### src/rtl/hvdma_pkg.sv
// Shared types and constants for the hblank VRAM DMA controller.
`default_nettype none

package hvdma_pkg;

    localparam int unsigned BLOCK_BYTES = 16;
    localparam int unsigned BLOCK_SHIFT = $clog2(BLOCK_BYTES);

    localparam int unsigned REM_W   = 12;
    localparam int unsigned HBREM_W = $clog2(BLOCK_BYTES) + 1;
    localparam int unsigned SRC_W   = 16;
    localparam int unsigned DOFS_W  = 13;
    localparam int unsigned DST_W   = 14;

    // operation codes
    localparam logic [1:0] OP_TICK   = 2'd0;
    localparam logic [1:0] OP_HBLANK = 2'd1;
    localparam logic [1:0] OP_WRITE  = 2'd2;

    // register select codes
    localparam logic [2:0] REG_SRC_HI = 3'd0;
    localparam logic [2:0] REG_SRC_LO = 3'd1;
    localparam logic [2:0] REG_DST_HI = 3'd2;
    localparam logic [2:0] REG_DST_LO = 3'd3;
    localparam logic [2:0] REG_CTRL   = 3'd4;

    localparam logic [1:0] LCD_MODE_HBLANK = 2'd0;
    localparam logic [1:0] LCD_MODE_XFER   = 2'd3;

    typedef enum logic [1:0] {
        PH_INACTIVE = 2'd0,
        PH_STARTING = 2'd1,
        PH_ACTIVE   = 2'd2,
        PH_PAUSED   = 2'd3
    } t_phase;

    typedef struct packed {
        t_phase              phase;
        logic                hblank_mode;
        logic [REM_W-1:0]    remaining_bytes;
        logic [HBREM_W-1:0]  hblank_remaining;
        logic [SRC_W-1:0]    source_address;
        logic [DOFS_W-1:0]   dest_offset;
        logic [7:0]          control_value;
        logic                start_pending;
    } t_state;

    typedef struct packed {
        logic [1:0]        byte_count;
        logic [SRC_W-1:0]  first_source;
        logic [DST_W-1:0]  first_dest;
        logic [SRC_W-1:0]  second_source;
        logic [DST_W-1:0]  second_dest;
        logic              vram_write_enable;
        logic [7:0]        control_readback;
        logic [1:0]        dma_state;
    } t_result;

endpackage

`default_nettype wire

### src/rtl/hvdma_step.sv
// Next-state and result logic for one DMA transaction.
`default_nettype none

module hvdma_step
    import hvdma_pkg::*;
(
    input  t_state     i_state,
    input  logic [1:0] i_operation,
    input  logic [2:0] i_reg_select,
    input  logic [7:0] i_write_value,
    input  logic [1:0] i_lcd_mode,
    input  logic       i_double_speed,
    input  logic       i_vram_bank,
    output t_state     o_state,
    output t_result    o_result
);

    localparam logic [SRC_W-1:0] HIGH_BASE = 16'hE000;
    localparam logic [SRC_W-1:0] REDIR_OFS = 16'h4000;

    function automatic logic [SRC_W-1:0] redirect(input logic [SRC_W-1:0] a);
        redirect = (a >= HIGH_BASE) ? (a - REDIR_OFS) : a;
    endfunction

    t_state               st;
    logic [1:0]           cnt;
    logic [REM_W-1:0]     rem_new;
    logic [HBREM_W-1:0]   hb_new;
    logic [6:0]           blocks_left;
    logic [DOFS_W-1:0]    dest_next;
    logic [SRC_W-1:0]     src_next;

    always_comb begin
        st          = i_state;
        cnt         = 2'd0;
        rem_new     = i_state.remaining_bytes;
        hb_new      = i_state.hblank_remaining;
        blocks_left = 7'd0;
        dest_next   = i_state.dest_offset + DOFS_W'(1);
        src_next    = i_state.source_address + SRC_W'(1);
        o_result    = '0;

        case (i_operation)
            OP_WRITE: begin
                case (i_reg_select)
                    REG_SRC_HI: st.source_address[15:8] = i_write_value;
                    REG_SRC_LO: st.source_address[7:0]  = i_write_value;
                    REG_DST_HI: st.dest_offset[12:8]    = i_write_value[4:0];
                    REG_DST_LO: st.dest_offset[7:0]     = i_write_value;
                    REG_CTRL: begin
                        st.control_value = i_write_value;
                        st.start_pending = 1'b1;
                    end
                    default: ;
                endcase
            end
            OP_HBLANK: begin
                if (i_state.phase == PH_PAUSED) begin
                    st.hblank_remaining = HBREM_W'(BLOCK_BYTES);
                    st.phase            = PH_STARTING;
                end
            end
            OP_TICK: begin
                if (i_state.start_pending) begin
                    if (i_state.phase == PH_INACTIVE || i_state.control_value[7]) begin
                        st.hblank_mode      = i_state.control_value[7];
                        st.remaining_bytes  = REM_W'({1'b0, i_state.control_value[6:0]}
                                              + 8'd1) << BLOCK_SHIFT;
                        st.hblank_remaining = HBREM_W'(BLOCK_BYTES);
                        st.control_value    = {1'b0, i_state.control_value[6:0]};
                        st.phase = (i_state.control_value[7] && i_lcd_mode != LCD_MODE_HBLANK)
                                   ? PH_PAUSED : PH_STARTING;
                    end else begin
                        // running or paused copy stopped by a write with bit 7 clear
                        st.control_value    = i_state.control_value | 8'h80;
                        st.remaining_bytes  = '0;
                        st.hblank_remaining = '0;
                        st.phase            = PH_INACTIVE;
                    end
                    st.start_pending = 1'b0;
                end else if (i_state.phase == PH_STARTING) begin
                    st.phase = PH_ACTIVE;
                end else if (i_state.phase == PH_ACTIVE) begin
                    cnt = i_double_speed ? 2'd1 : 2'd2;
                    if (i_state.remaining_bytes < REM_W'(cnt))
                        cnt = i_state.remaining_bytes[1:0];
                    if (i_state.hblank_mode && i_state.hblank_remaining < HBREM_W'(cnt))
                        cnt = i_state.hblank_remaining[1:0];
                    if (i_state.hblank_mode)
                        hb_new = i_state.hblank_remaining - HBREM_W'(cnt);
                    rem_new = i_state.remaining_bytes - REM_W'(cnt);
                    st.hblank_remaining = hb_new;
                    st.remaining_bytes  = rem_new;
                    st.dest_offset      = i_state.dest_offset + DOFS_W'(cnt);
                    st.source_address   = i_state.source_address + SRC_W'(cnt);

                    if (cnt != 2'd0) begin
                        o_result.first_source = redirect(i_state.source_address);
                        o_result.first_dest   = {i_vram_bank, i_state.dest_offset};
                    end
                    if (cnt == 2'd2) begin
                        o_result.second_source = redirect(src_next);
                        o_result.second_dest   = {i_vram_bank, dest_next};
                    end

                    blocks_left      = 7'(rem_new[REM_W-1:BLOCK_SHIFT] - 8'd1);
                    st.control_value = {1'b0, blocks_left};
                    if (rem_new == '0) begin
                        st.control_value = 8'hFF;
                        st.phase         = PH_INACTIVE;
                    end else if (i_state.hblank_mode && hb_new == '0) begin
                        st.phase = PH_PAUSED;
                    end
                end
            end
            default: ;
        endcase

        o_result.byte_count        = cnt;
        o_result.vram_write_enable = (cnt != 2'd0) && (i_lcd_mode != LCD_MODE_XFER);
        o_result.control_readback  = st.control_value;
        o_result.dma_state         = st.phase;
        o_state                    = st;
    end

endmodule

`default_nettype wire

### src/rtl/hblank_vram_dma_controller_core.sv
// Top level of the hblank VRAM DMA controller.
// Usage:
//  - Input channel (i_in_valid / o_in_stall) carries one transaction per item:
//    a machine-cycle tick, an hblank start, or a register write.
//  - Output channel (o_out_valid / i_out_stall) returns exactly one result per
//    input transaction: up to two source/destination address pairs, the VRAM
//    write enable, the control readback and the DMA phase.
//  - The result is registered: it appears in the cycle after its input is accepted.
//  - Throughput: one item per cycle while no held result is stalled. The whole state update is one pass of
//    short logic between the state registers and the result register.
//  - The result register parts the two channels: a new item is taken while a
//    result is still offered, as long as that result is being taken in the
//    same cycle. When the receiver stalls with a result held, o_in_stall rises
//    and the held result stays unchanged.
//  - Reset (i_rst_n low, synchronous): phase inactive, control reads 0xFF,
//    counters and addresses cleared, no result pending.
//  - A control write is acted on by the next tick, which moves no bytes.
`default_nettype none

module hblank_vram_dma_controller_core
    import hvdma_pkg::*;
(
    input  logic             i_clk,
    input  logic             i_rst_n,
    // input channel
    input  logic             i_in_valid,
    output logic             o_in_stall,
    input  logic [1:0]       i_operation,
    input  logic [2:0]       i_reg_select,
    input  logic [7:0]       i_write_value,
    input  logic [1:0]       i_lcd_mode,
    input  logic             i_double_speed,
    input  logic             i_vram_bank,
    // output channel
    output logic             o_out_valid,
    input  logic             i_out_stall,
    output logic [1:0]       o_byte_count,
    output logic [SRC_W-1:0] o_first_source,
    output logic [DST_W-1:0] o_first_dest,
    output logic [SRC_W-1:0] o_second_source,
    output logic [DST_W-1:0] o_second_dest,
    output logic             o_vram_write_enable,
    output logic [7:0]       o_control_readback,
    output logic [1:0]       o_dma_state
);

    // post-reset DMA state: idle, control reads 0xFF
    localparam t_state RESET_STATE = '{
        phase:            PH_INACTIVE,
        hblank_mode:      1'b0,
        remaining_bytes:  '0,
        hblank_remaining: '0,
        source_address:   '0,
        dest_offset:      '0,
        control_value:    8'hFF,
        start_pending:    1'b0
    };

    t_state  r_state;
    t_state  n_state;
    t_result n_result;
    t_result r_result;
    logic    r_out_valid;
    logic    in_accept;

    // Stall input only while a held result is blocked downstream.
    assign o_in_stall = r_out_valid && i_out_stall;
    assign in_accept  = i_in_valid && !o_in_stall;

    hvdma_step u_step (
        .i_state        (r_state),
        .i_operation    (i_operation),
        .i_reg_select   (i_reg_select),
        .i_write_value  (i_write_value),
        .i_lcd_mode     (i_lcd_mode),
        .i_double_speed (i_double_speed),
        .i_vram_bank    (i_vram_bank),
        .o_state        (n_state),
        .o_result       (n_result)
    );

    // DMA state: advances only on accepted transactions.
    always_ff @(posedge i_clk) begin
        if (!i_rst_n) begin
            r_state <= RESET_STATE;
        end else if (in_accept) begin
            r_state <= n_state;
        end
    end

    // Result register valid flag.
    always_ff @(posedge i_clk) begin
        if (!i_rst_n) begin
            r_out_valid <= 1'b0;
        end else if (in_accept) begin
            r_out_valid <= 1'b1;
        end else if (!i_out_stall) begin
            r_out_valid <= 1'b0;
        end
    end

    // Result payload, no reset needed.
    always_ff @(posedge i_clk) begin
        if (in_accept) begin
            r_result <= n_result;
        end
    end

    assign o_out_valid         = r_out_valid;
    assign o_byte_count        = r_result.byte_count;
    assign o_first_source      = r_result.first_source;
    assign o_first_dest        = r_result.first_dest;
    assign o_second_source     = r_result.second_source;
    assign o_second_dest       = r_result.second_dest;
    assign o_vram_write_enable = r_result.vram_write_enable;
    assign o_control_readback  = r_result.control_readback;
    assign o_dma_state         = r_result.dma_state;

endmodule

`default_nettype wire

### config.mk
export PLATFORM = sky130hd
export DESIGN_NAME = hblank_vram_dma_controller_core
export DESIGN_NICKNAME = d
export VERILOG_FILES = /design/src/rtl/hvdma_pkg.sv /design/src/rtl/hvdma_step.sv /design/src/rtl/hblank_vram_dma_controller_core.sv
export SDC_FILE = /design/constraint.sdc
export NUM_CORES = 1
export LEC_CHECK = 0
export BUFFER_PORTS_ARGS = -buffer_cell sky130_fd_sc_hd__buf_4
export CAP_MARGIN = 10
export CORE_ASPECT_RATIO = 1.25
export CORE_MARGIN = 1
export CORE_UTILIZATION = 50
export DETAILED_ROUTE_END_ITERATION = 10
export GPL_TIMING_DRIVEN = 0
export PLACE_DENSITY_LB_ADDON = 0.15
export REMOVE_ABC_BUFFERS = 1
export SLEW_MARGIN = 15
export SYNTH_ARGS = -nofsm -noshare
export SYNTH_HDL_FRONTEND = slang
export SYNTH_SLANG_ARGS = --single-unit
### constraint.sdc
create_clock -name i_clk -period 5.52 [get_ports i_clk]
set_clock_uncertainty 0.15 [all_clocks]
set_input_delay 0.552 -clock i_clk [delete_from_list [all_inputs] [get_ports i_clk]]
set_output_delay 0.552 -clock i_clk [all_outputs]
set_load 0.02 [all_outputs]
==> results.toml, run 1 <==
[outcome]
outcome = "finished, violations left"
violations = "DRC"

[setup_path]
max_stage_delay_ps = 600
cp_slowest_cell = "or4_4"
critPathArrivalTime_ps = 5220
worstSetupPathType = "reg -> reg"
cpMostUsedCell = "nor3_4"
crit_path_cell_trace = "or4_4 > nor3_4 > a21boi_2 > or2_2 > o31ai_1 > nand2_1 > o21ai_4 > ha_1 > o21ai_1 > nor3_2 > nor3_4 > or3_1 > xor2_2 > ha_2 > o2111ai_2 > or2_4 > a41oi_2 > nor2_1"
start_kind = "flip-flop"
end_kind = "flip-flop"
crit_family = "simple AND/OR/NAND/NOR gates"
path_buf_inv = 0
cp.required_ps = 5530
worstPathMaxFanout = 12

[detailed_routing]
ant_nets = 0
routed-via-count = 6605
drtIter0Drc = 489
drc = 10
drt_pre_antenna_iters = 8
drt_wl_total_mm = 19.9
wire_per_inst_um = 18.0
vias_per_cell = 5.98

[sta]
hold_viol_final = 0
fin_ws_ps = 311
finalSetupViolations = 0
max_slew_margin_pct = 24.8
period_minus_slack_ps = 5210
max_freq_mhz = 192
worstMarginPinSlew_ps = 1130
hold_ws_ps = 210
slew_viol_final = 0
period_share_pct = 94.4
grt_setup_unrepaired = "no"

[global_routing]
grt_pass1_wl_mm = 32.2
grt_max_degree = 83
grt_pass1_vias = 6278
antenna_found_initial = 0
grt_busiest_layer = "met2"
grtUsageTotal_pct = 26.2
use_met2_pct = 47.4
grt_use_met1_pct = 30.5
overflow = 0
met3_usage_pct = 4.66

[synthesis]
ys_async_sr_fraction_pct = 0
synth_top_flop_cell = "edfxtp_1"
syn_inst = 852
synth_area_per_cell_um2 = 8.86
ys_warn_count = 0
synth-edff-count = 73
synth_cell_type_count = 79
synth_seq_cells = 132
synth_area_um2 = 7550
seq_area_frac_synth_pct = 44.7

[clock_tree]
cts-hold-fix-buffers = 0
cts_tree = "yes"
clkSlewWorstSetupHoldPaths_ps = 60
cts_root_buf = "clkbuf_16"
clockBufferDepth = 2
cts_sinks = 132
cts_buffers = 17
htree_num_levels = 4
clkLatencyLatePin_ps = 420

[place]
io_buffer_count = 95
place_ws_ps = -562
dp_hpwl_mm = 14.1
gp_congestion = 0.853
place_area_um2 = 8330

[floorplan]
ios = 96
initial_core_util_pct = 51.8
die_height_um = 139
dieArea_um2 = 15600
die_w_um = 112
fp-row-count = 49
core_um2 = 14600

[worst_hold_path]
min_path_type = "in -> reg"

[final_layout]
area_growth_pct = 19.8
multiInputGateArea_um2 = 3920
diodes = 0
design_area_um2 = 9050
drive_gt1_share_pct = 18.0
fill_cells = 1262
seq_area_um2 = 3370
nets = 950

[pwr]
p_per_area_nw_per_um2 = 294
p_total_uw = 2660
ir_worst_vdd_v = 0.000130
p_leak_uw = 0.00328

[run]
cap_violations = 0
-- layout make-up --
cell class                      instances  share of cell area, %
Clock buffer                           18                   4.74
Clock inverter                         14                   2.56
Inverter                               26                   1.13
Multi-Input combinational cell        638                   43.3
Sequential cell                       132                   37.3
Tap cell                              178                   2.46
Timing Repair Buffer                   98                   8.49
-- power by group --
part | total, uW | switching, uW | internal [uW] | leakage (uW)
clock network | 1270 | 426 | 845 | 0.000320
registers | 1090 | 21.6 | 1070 | 0.00121
logic | 298 | 186 | 112 | 0.00176
-- Yosys cell counts, types with 5 or more instances --
master / n / share of area [%]
a21oi_1: 58 / 3.8
xnor2_1: 23 / 2.7
nand3_1: 33 / 2.2
xor2_1: 24 / 2.8
buf_1: 5 / 0.25
nor3_1: 24 / 1.6
o21ai_1: 5 / 0.33
a31oi_1: 11 / 0.91
a311oi_1: 6 / 0.70
o31ai_1: 15 / 1.5
edfxtp_1: 73 / 29
or2_2: 6 / 0.50
dfxtp_1: 59 / 16
ha_1: 16 / 2.7
nand2b_1: 8 / 0.66
nand4_1: 7 / 0.58
and2_1: 12 / 0.99
nand2_1: 75 / 3.7
o21ai_0: 52 / 3.4
a211oi_1: 6 / 0.60
inv_1: 25 / 1.2
o21a_1: 6 / 0.60
a22oi_1: 9 / 0.89
nor2b_1: 29 / 2.4
a21o_1: 8 / 0.80
a21boi_0: 5 / 0.50
nor2_1: 110 / 5.5
nor4_1: 6 / 0.50
clkbuf_1: 46 / 2.3
-- repair_timing --
item / 4_1_cts / 5_1_grt
pin swaps: 0 / 2
setup buffers: 0 / 1
resized for setup: 2 / 10
endpoints found under the setup margin: 18 / 19
-- cell usage in the layout, fill, tap and decap left out, types with 6 or more instances in the layout --
cell type	count
or2_2	6
and2_1	12
nand3_1	33
nor2b_1	29
a21oi_1	57
a21o_1	8
o21a_1	6
a211oi_1	6
nor2_1	110
o21ai_0	49
nand4_1	7
nor3_1	23
a22oi_1	9
xnor2_1	23
a311oi_1	6
bufinv_16	6
nor4_1	6
nand2_1	75
dfxtp_1	58
nand2b_1	7
clkbuf_16	17
inv_1	24
o31ai_1	15
xor2_1	23
ha_1	15
edfxtp_1	73
a31oi_1	11
buf_4	96
-- metal layers --
metal	vias to the layer above	wire length (um)
li1	3198	-
met1	3176	8100
met2	188	10400
met3	43	852
met4	0	512
met5	-	0
-- per-stage QoR --
stage	setup TNS [ps]	cells	util [%]
6_report	0	1104	62.0
5_1_grt	0	1104	62.0
4_1_cts	0	1103	61.7
3_5_place_dp	-7520	1071	57.1
3_3_place_gp	-5090	1069	56.6
2_1_floorplan	0	796	-
-- final timing paths --
check | from | endpoint | slack [ps] | cells past startpoint
worst max-delay path | r_state[45] | o_dma_state[0] | 310 | 18
worst min-delay path | i_in_valid | o_out_valid | 210 | 2
worst max register to register | r_state[45] | o_dma_state[0] | 310 | 18
worst min register to register | r_state[43] | r_state[43] | 380 | 2
-- logic make-up (layout without fill, tap and decap cells) --
| family | Yosys count | in the layout | synth area share (%) |
|---|---|---|---|
| buffers and inverters | 82 | 156 | 4.24 |
| multiplexers | 1 | 1 | 0.149 |
| adder cells (fa/ha/maj) | 18 | 18 | 2.92 |
| AND/OR/NAND/NOR | 343 | 343 | 22.3 |
| XOR/XNOR | 47 | 47 | 5.45 |
| flip-flops | 132 | 132 | 44.7 |
| AO/OA/AOI/OAI | 229 | 229 | 20.3 |
-- sequential cells by signal (all words and copies together) (netlist names) --
name                 flops
o_second_dest           14
o_dma_state              2
o_vram_write_enable      1
o_first_source          16
o_byte_count             2
o_first_dest            14
o_control_readback       8
r_state                 58
o_out_valid              1
o_second_source         16
(Power assumes the default switching activity.)
==> run 2: changes to the inputs <==
BUFFER_PORTS_ARGS = -buffer_cell sky130_fd_sc_hd__buf_2   (was -buffer_cell sky130_fd_sc_hd__buf_4)
==> run 2 against run 1 <==
Compared with the run above: cell area down 3.7%; sequential power about the same; clock power decreased by 7%; hold slack improved by 19 ps; the flow still finishes with violations (DRC); largest power group unchanged; clock-buffer cell count up 1; via count decreased by 0.98%; combinational power down 7.4%.
==> results.toml, run 2 (synthesized netlist as in run 1, its figures left out) <==
[outcome]
outcome = "finished, violations left"
violations = "DRC"

[sta]
worstMarginPinSlew_ps = 1110
max_slew_margin_pct = 25.8
slew_viol_final = 0
finalSetupViolations = 0
tns_ps = 0
hold_viol_final = 0
period_minus_slack_ps = 5300
max_freq_mhz = 189
period_share_pct = 96.0

[setup_path]
worstPathMaxFanout = 12
start_kind = "flip-flop"
worstSetupPathType = "reg -> reg"
critPathArrivalTime_ps = 5310
end_kind = "flip-flop"
cp.required_ps = 5530

[global_routing]
grtUsageTotal_pct = 25.6
overflow = 0
grt_pass1_wl_mm = 31.4
grt_pass1_vias = 6325
grt_max_degree = 83
antenna_found_initial = 0

[final_layout]
multiInputGateArea_um2 = 3900
nets = 949
design_area_um2 = 8720
final_common_cell = "nor2_1"
fill_cells = 1318
seq_area_um2 = 3370
final_cell_mix = "nor2_1, buf_2, nand2_1"
area_growth_pct = 15.5
largest_register_ffs = 58
drive_gt1_share_pct = 17.4
top_register = "r_state"

[detailed_routing]
drc = 20
wire_per_inst_um = 17.7
ant_nets = 0
drtIter0Drc = 566
routed-via-count = 6540
drt_wl_total_mm = 19.5
drt_pre_antenna_iters = 9
vias_per_cell = 5.92

[clock_tree]
cts-hold-fix-buffers = 0
cts_buffers = 17
cts_sinks = 132
clkLatencyLatePin_ps = 420
cts_root_buf = "clkbuf_16"
cts_tree = "yes"
clkSlewWorstSetupHoldPaths_ps = 60
clockBufferDepth = 2
htree_num_levels = 4

[pwr]
p_leak_uw = 0.00317
ir_worst_vdd_v = 0.000147
p_per_area_nw_per_um2 = 292

[floorplan]
ios = 96
initial_core_util_pct = 51.8
dieArea_um2 = 15600
die_height_um = 139
core_um2 = 14600
die_w_um = 112
fp-row-count = 49

[place]
place_area_um2 = 8060
dp_hpwl_mm = 13.8
io_buffer_count = 95
gp_congestion = 0.894

[worst_hold_path]
min_path_type = "in -> reg"

[run]
cap_violations = 0
run 2: cell count changes in the layout (fill, tap and decap cells not counted), sizes merged:
| cell | delta |
|---|---|
| buf | -1 |
| bufinv | -2 |
| clkbuf | +1 |
| clkinv | +1 |
| clkinvlp | +2 |
| diode | +1 |
| inv | -2 |
run 2: what timing repair did:
| item | CTS | global route |
|---|---|---|
| pin swaps | 0 | 1 |
| buffers inserted | 0 | 1 |
| resized for setup | 3 | 2 |
| endpoints found under the setup margin | 18 | 16 |
run 2: worst paths after layout:
path	from	end	slack, ps	cells past startpoint
worst max-delay path	r_state[51]	o_dma_state[0]	220	19
worst min-delay path	i_in_valid	o_out_valid	230	2
worst max register to register	r_state[51]	o_dma_state[0]	220	19
worst min register to register	r_state[31]	r_state[31]	390	2
run 2: area by class of cell:
cell class	count	share of cell area, %
inverter	26	1.18
tap	178	2.55
antenna	1	0.0287
sequential	132	38.7
clock buffer	19	4.96
clock inverter	13	2.11
multi-input combinational	638	44.7
timing repair buffer	97	5.77
run 2: critical path: stages (launching register included):
cell and delay (ps):
dfxtp_1 380, or4_4 590, nor3_4 320, a21boi_2 150, or2_2 370, and2_1 180, nor2_1 180, o21ai_4 140
ha_1 230, o21ai_0 160, nor3_2 90, buf_4 170, nor3_4 380, or3_1 190, xor2_1 220, ha_1 280
o2111ai_2 170, or2_1 330, a41oi_1 230, nor2_1 110
run 2: metrics by stage:
| step | worst slack (ps) | instances | util (%) | total power (uW) | hold WS (ps) |
|---|---|---|---|---|---|
| after detailed placement | -563 | 1070 | 55.3 | 1380 | 384 |
| after global routing | -10.7 | 1103 | 59.7 | 2630 | 213 |
| after CTS | 48.3 | 1102 | 59.6 | 2560 | 200 |
| after floorplan | 701 | 796 | - | 1290 | 325 |
| final | 221 | 1104 | 59.8 | 2550 | 229 |
| after global placement | -410 | 1069 | 55.0 | 1380 | 362 |
run 2: metal layers:
layer	track usage, %	share of wire (%)	up-vias
li1	-	-	3207
met1	29.3	41	3077
met2	45.4	51	206
met3	4.01	5.0	50
met4	14.4	3.5	0
met5	0	0	-
run 2: power breakdown:
| part | total (uW) | internal, uW | switching, uW | leakage, uW |
|---|---|---|---|---|
| logic | 276 | 92.4 | 184 | 0.00167 |
| registers | 1090 | 1070 | 19.9 | 0.00121 |
| clock network | 1180 | 754 | 428 | 0.000293 |
